===== config.mk =====
export PLATFORM = sky130hd
export DESIGN_NAME = mis_ctrl
export DESIGN_NICKNAME = d
export VERILOG_FILES = /design/src/mis_pkg.sv /design/src/mis_ctrl.sv
export SDC_FILE = /design/constraint.sdc
export NUM_CORES = 1
export LEC_CHECK = 0
export BUFFER_PORTS_ARGS = -buffer_cell sky130_fd_sc_hd__buf_4
export CORE_AREA = 2 2 39 41
export DETAILED_ROUTE_END_ITERATION = 12
export DIE_AREA = 0 0 41 43
export MAX_ROUTING_LAYER = met4
export PLACE_DENSITY = 0.33
export SLEW_MARGIN = 25
export SYNTH_ARGS = -nofsm -noshare
export SYNTH_HDL_FRONTEND = slang
export SYNTH_SLANG_ARGS = --single-unit

===== constraint.sdc =====
create_clock -name clk -period 1.2 [get_ports clk]
set_input_delay 0 -clock clk [delete_from_list [all_inputs] [get_ports clk]]
set_output_delay 0 -clock clk [all_outputs]
set_load 0.03 [all_outputs]

===== src/mis_pkg.sv =====
package mis_pkg;

    // Default vertex count; the store holds at most 2^16 entries (16-bit ids)
    localparam int DEF_NUM_VERTICES = 65536;
    localparam int VERTEX_ID_W      = 16;
    localparam int MAX_STORE_DEPTH  = 65536;

    // Vertex status codes
    localparam logic [1:0] ST_UNDECIDED = 2'd0;
    localparam logic [1:0] ST_SEMI_IN   = 2'd1;
    localparam logic [1:0] ST_OUT       = 2'd2;
    localparam logic [1:0] ST_IN        = 2'd3;

    localparam logic [16:0] COUNT_MAX = 17'h1FFFF;
    localparam logic [31:0] DEGREE_MAX = 32'hFFFF_FFFF;

    typedef enum logic [1:0] {
        OP_INIT   = 2'd0,
        OP_EDGE   = 2'd1,
        OP_COMMIT = 2'd2,
        OP_READ   = 2'd3
    } op_t;

    typedef struct packed {
        logic [1:0]  operation;
        logic [15:0] head_vertex;
        logic [15:0] tail_vertex;
        logic [15:0] degree;
        logic        end_of_pass;
    } item_word_t;

    typedef struct packed {
        logic [1:0]  status;
        logic        still_active;
        logic [16:0] frontier_count;
        logic [31:0] degree_sum;
        logic        pass_done;
    } result_word_t;

    typedef enum logic [1:0] {
        S_CLEAR = 2'd0,
        S_IDLE  = 2'd1,
        S_EXEC  = 2'd2
    } ctrl_state_t;

    // Controller to datapath
    typedef struct packed {
        logic clear_en;
        logic capture;
        logic exec;
    } mis_cmd_t;

    // Datapath to controller
    typedef struct packed {
        logic clear_last;
        logic out_free;
    } mis_status_t;

endpackage


===== src/mis_ctrl.sv =====
module mis_ctrl (
    input  logic                 clk,
    input  logic                 rst_n,
    input  logic                 item_valid,
    output logic                 item_stall,
    input  mis_pkg::mis_status_t dp_status,
    output mis_pkg::mis_cmd_t    cmd
);
    import mis_pkg::*;

    ctrl_state_t state_reg;
    ctrl_state_t state_next;

    // Advance state
    always_ff @(posedge clk or negedge rst_n)
    begin
        if (!rst_n)
        begin
            state_reg <= S_CLEAR;
        end
        else
        begin
            state_reg <= state_next;
        end
    end

    // Next state
    always_comb
    begin
        state_next = state_reg;
        case (state_reg)
            S_CLEAR:
            begin
                if (dp_status.clear_last)
                begin
                    state_next = S_IDLE;
                end
            end
            S_IDLE:
            begin
                if (item_valid)
                begin
                    state_next = S_EXEC;
                end
            end
            S_EXEC:
            begin
                if (dp_status.out_free)
                begin
                    state_next = S_IDLE;
                end
            end
            default:
            begin
                state_next = S_CLEAR;
            end
        endcase
    end

    // Drive commands
    always_comb
    begin
        cmd.clear_en = 1'b0;
        cmd.capture  = 1'b0;
        cmd.exec     = 1'b0;
        item_stall   = 1'b1;
        case (state_reg)
            S_CLEAR:
            begin
                cmd.clear_en = 1'b1;
            end
            S_IDLE:
            begin
                item_stall  = 1'b0;
                cmd.capture = item_valid;
            end
            S_EXEC:
            begin
                cmd.exec = dp_status.out_free;
            end
            default:
            begin
                item_stall = 1'b1;
            end
        endcase
    end

endmodule


Yosys cells after proc, flatten, opt, wreduce, memory -nomap -nowiden. Cells that the tools add are included.

Bits in registers: 2. Input port bits: 5. Output and inout bits: 4. Logic and storage cells: 16.

Eq/ne operators: 5. Mux-type cells: 8. Reductions and logical operators: 2.

Operators by type and width (count): two-way mux 2 bit (3); != test 2 bit, second input constant (3); one-hot mux 2 bit (3 select lines) (1); two-way mux 1 bit (4); AND reduction 3 bit (1); == test 2 x 1 -> 1 bit, second input constant (1); == test 2 bit, second input constant (1); logical NOT 2 bit (1).

Logic depth before layout (Yosys ltp).
Word-level depth: 3. Gate-level depth with buffers: 2. Gate-level depth less buffers: 2.

Least setup slack after synthesis. OpenSTA, ideal clock, no wires.

Kind: register to register. Start point: reg state_reg[1]. End point: reg state_reg[0]. Library setup time: 120 ps. Data arrival time: 911 ps. Required time: 1080 ps. Slack: 170 ps. Stages on the path, launching flop included: 3. Path buffers: 0. Clock period less this slack: 1030 ps. Cells stage by stage: dfrtp_1 -> and3b_1 -> a31o_1.

Word-level cells in the longest chain between the ends: 3. Elaborated cells between the ends (all ways): 8. Classes of those cells: 5 x eq/ne; 1 x mux; 2 x reduce/logical.

RTL lines: from (decl) (RTL line mis_ctrl.sv:11) `ctrl_state_t state_reg;`; from (signal assigned) (RTL line mis_ctrl.sv:23) `state_reg <= state_next;`; == test 2 bit (tied with other cells) (RTL line mis_ctrl.sv:31) `case (state_reg)`; != test 2 bit (no line); AND reduction 3 bit (no line).

Several ways; a longest one is shown, not always the timed one. A chain may end at the register's enable or synchronous reset.

==> flow_summary_export.csv <==
group,metric,value,unit
global_route,grt_pass1_vias,139,
synth,syn_area_per_cell,8.758,sq um
finish,layout-drive-gt1-share,44.00,%
placed_design,dp.cells,36,
synth,ys.flop_type,"dfrtp_1",
critical_path,rr_startpoint,"state_reg[0]$_DFFE_PN0P_",
hold_path,hp-class,"primary input to asynchronous set/reset pin",
sta,tightest_slew,0.1740,ns
finish,fin_cells,41,
clock_tree,cts_sinks,2,
sta,rsz0062_at_grt,"false",
sta,period_share,88.47,%
floorplanning,die_h,43,um
sta,finalHoldViolCount,0,
sta,fin_crit,1.062,ns
clock_tree,cts_made_buffers,3,
global_route,overflow,0,
finish,postLayoutCoreUtil,16.46,%
critical_path,arrival,1.06,ns
clock_tree,clockBufferDepth,2,
synth,ys_ff_latch,2,
synth,netlist.area_leader.share,47.62,%
global_route,grt_antenna_before_repair,0,
detailed_routing,vias,126,
synth,synth_nets,17,
synth,synth_area_leaders,"dfrtp_1 48%, a31o_1 8.3%, and3b_1 8.3%",
finish,area_growth,116.7,%
finish,antenna_cells,0,
detailed_routing,drt-initial-drc-count,1,
synth,synth-edff-count,0,
power_and_ir_drop,p_per_area,2760,nW/um^2
clock_tree,post-cts-setup-buffers,0,
critical_path,end_kind,"output port",
power_and_ir_drop,p_leak,0.1134,nW
sta,finalClockSkew,0.00008678,ns
synth,ys_seq_area_share,47.62,%
global_route,track_usage,5.453,%
finish,largest_reg_flops,2,
sta,finalSetupViolations,0,
detailed_routing,drt_pass1_iterations,2,
sta,fmax,941.9,MHz
placed_design,gp_congestion,0.5492,
detailed_routing,routed_wl,346,um
floorplanning,die_w,41,um
sta,fin_hold_ws,0.1092,ns
synth,ys_warn_count,0,
floorplanning,ioPinCount,9,
synth,syn-instance-count,12,
floorplanning,core_area,1384,sq um
synth,synthArstFlopShare,100.0,%
critical_path,worstPathMaxFanout,6,
detailed_routing,ant_nets,0,
critical_path,rrSetupSlack,0.20,ns
floorplanning,initial_utilization,7.595,%
synth,yosys.area.top_type,"dfrtp_1",
placed_design,hpwl,238.5,um
sta,max_slew_margin,88.40,%
clock_tree,clk_pin_slew,0.03,ns
synth,yosysUniqueCellTypes,9,
floorplanning,placementRows,14,
finish,num-fill-cells,151,
detailed_routing,routed_via_density,3.073,
status,outcome,"finished, final reports clean",
synth,synth_common_cells,"2 x dfrtp_1, 2 x nand2_1, 2 x nor2_1",
critical_path,crit_type,"flip-flop to output port",
sta,slew_viol_final,0,
run,maxCapViolCount,0,
clock_tree,clk_latency,0.22,ns
sta,tns,0,ns
critical_path,rr_worst_depth,2,
clock_tree,cts_tree,"yes",
power_and_ir_drop,ir_worst_vdd,737.5,uV
placed_design,port-buffer-count,8,
floorplanning,die_area,1763,sq um
synth,synth_area,105.1,sq um
critical_path,r2r_end,"state_reg[0]$_DFFE_PN0P_",
global_route,grt_start_max_net_pins,7,
clock_tree,cts.htree.levels,1,
critical_path,required,1.20,ns
critical_path,critPathLaunchType,"flip-flop",
finish,final_nets,32,
power_and_ir_drop,total_power,628.6,uW
detailed_routing,drc,0,
detailed_routing,routedWlPerCell,8.439,um
global_route,grt_pass1_wl,538,um
clock_tree,root_buffer,"clkbuf_4",
[critical path, cell delays in order, from the launching register on]
cell     delay [ns]
dfrtp_1        0.42
and3b_1        0.26
buf_4          0.17
[cell type report]
type	count	area (sq um)	area share (%)
clock buffers	3	22.52	9.890
inverters	1	3.754	1.648
repair buffers	10	80.08	35.16
well taps	16	20.02	8.791
multi-input cells	9	51.30	22.53
flip-flops and latches	2	50.05	21.98
[metal layers]
metal	part of all wire (%)	vias to the layer above	global-route usage [%]
met5	0	-	-
met4	0	0	8.000
met3	17	0	3.141
met2	33	9	4.688
met1	49	51	6.431
li1	-	66	-
[power breakdown]
group	internal, mW	leakage (nW)	switching [mW]	total, mW
clock network	0.110	0.0138	0.0381	0.148
registers	0.101	0.0248	0.0472	0.148
logic	0.138	0.0748	0.194	0.332
[worst max path at each step]
stage	startpoint	to	slack, ns	cells after the start
after detailed placement	state_reg[0]$_DFFE_PN0P_	state_reg[0]$_DFFE_PN0P_	0.22	2
after CTS	state_reg[0]$_DFFE_PN0P_	cmd[0]	0.14	2
after global routing	state_reg[0]$_DFFE_PN0P_	cmd[0]	0.07	2
after global placement	state_reg[0]$_DFFE_PN0P_	state_reg[0]$_DFFE_PN0P_	0.24	2
after floorplan	state_reg[1]$_DFFE_PN0P_	state_reg[0]$_DFFE_PN0P_	0.17	2
final	state_reg[0]$_DFFE_PN0P_	cmd[0]	0.14	2
[cell usage in the layout, fill, tap and decap left out]
cell,Yosys,routed
a31o_1,1,1
and3b_1,1,1
buf_4,0,8
clkbuf_4,0,3
dfrtp_1,2,2
dlygate4sd3_1,0,2
inv_1,1,1
nand2_1,2,2
nand2b_1,1,1
nor2_1,2,2
o22ai_1,1,1
or2_1,1,1
[logic make-up after synthesis]
| kind of cell | count (synthesis) | synth area share, % |
|---|---|---|
| buffers and inverters | 1 | 3.568 |
| and+or+nand+nor | 7 | 34.54 |
| DFF | 2 | 47.62 |
| AOI/OAI and AO/OA | 2 | 14.29 |
[timing repair]
item / in CTS / in global routing
hold endpoints to repair: 3 / 0
resized for setup: 0 / 0
hold buffers: 2 / 0
[metrics by stage]
| step | setup slack [ns] | instance area, sq um |
|---|---|---|
| 2_1_floorplan | 0.1697 | 105.1 |
| 3_3_place_gp | 0.2405 | 185.2 |
| 3_5_place_dp | 0.2181 | 185.2 |
| 4_1_cts | 0.1369 | 227.7 |
| 5_1_grt | 0.07185 | 227.7 |
| 6_report | 0.1383 | 227.7 |
Power figures use the tool's default switching activity.
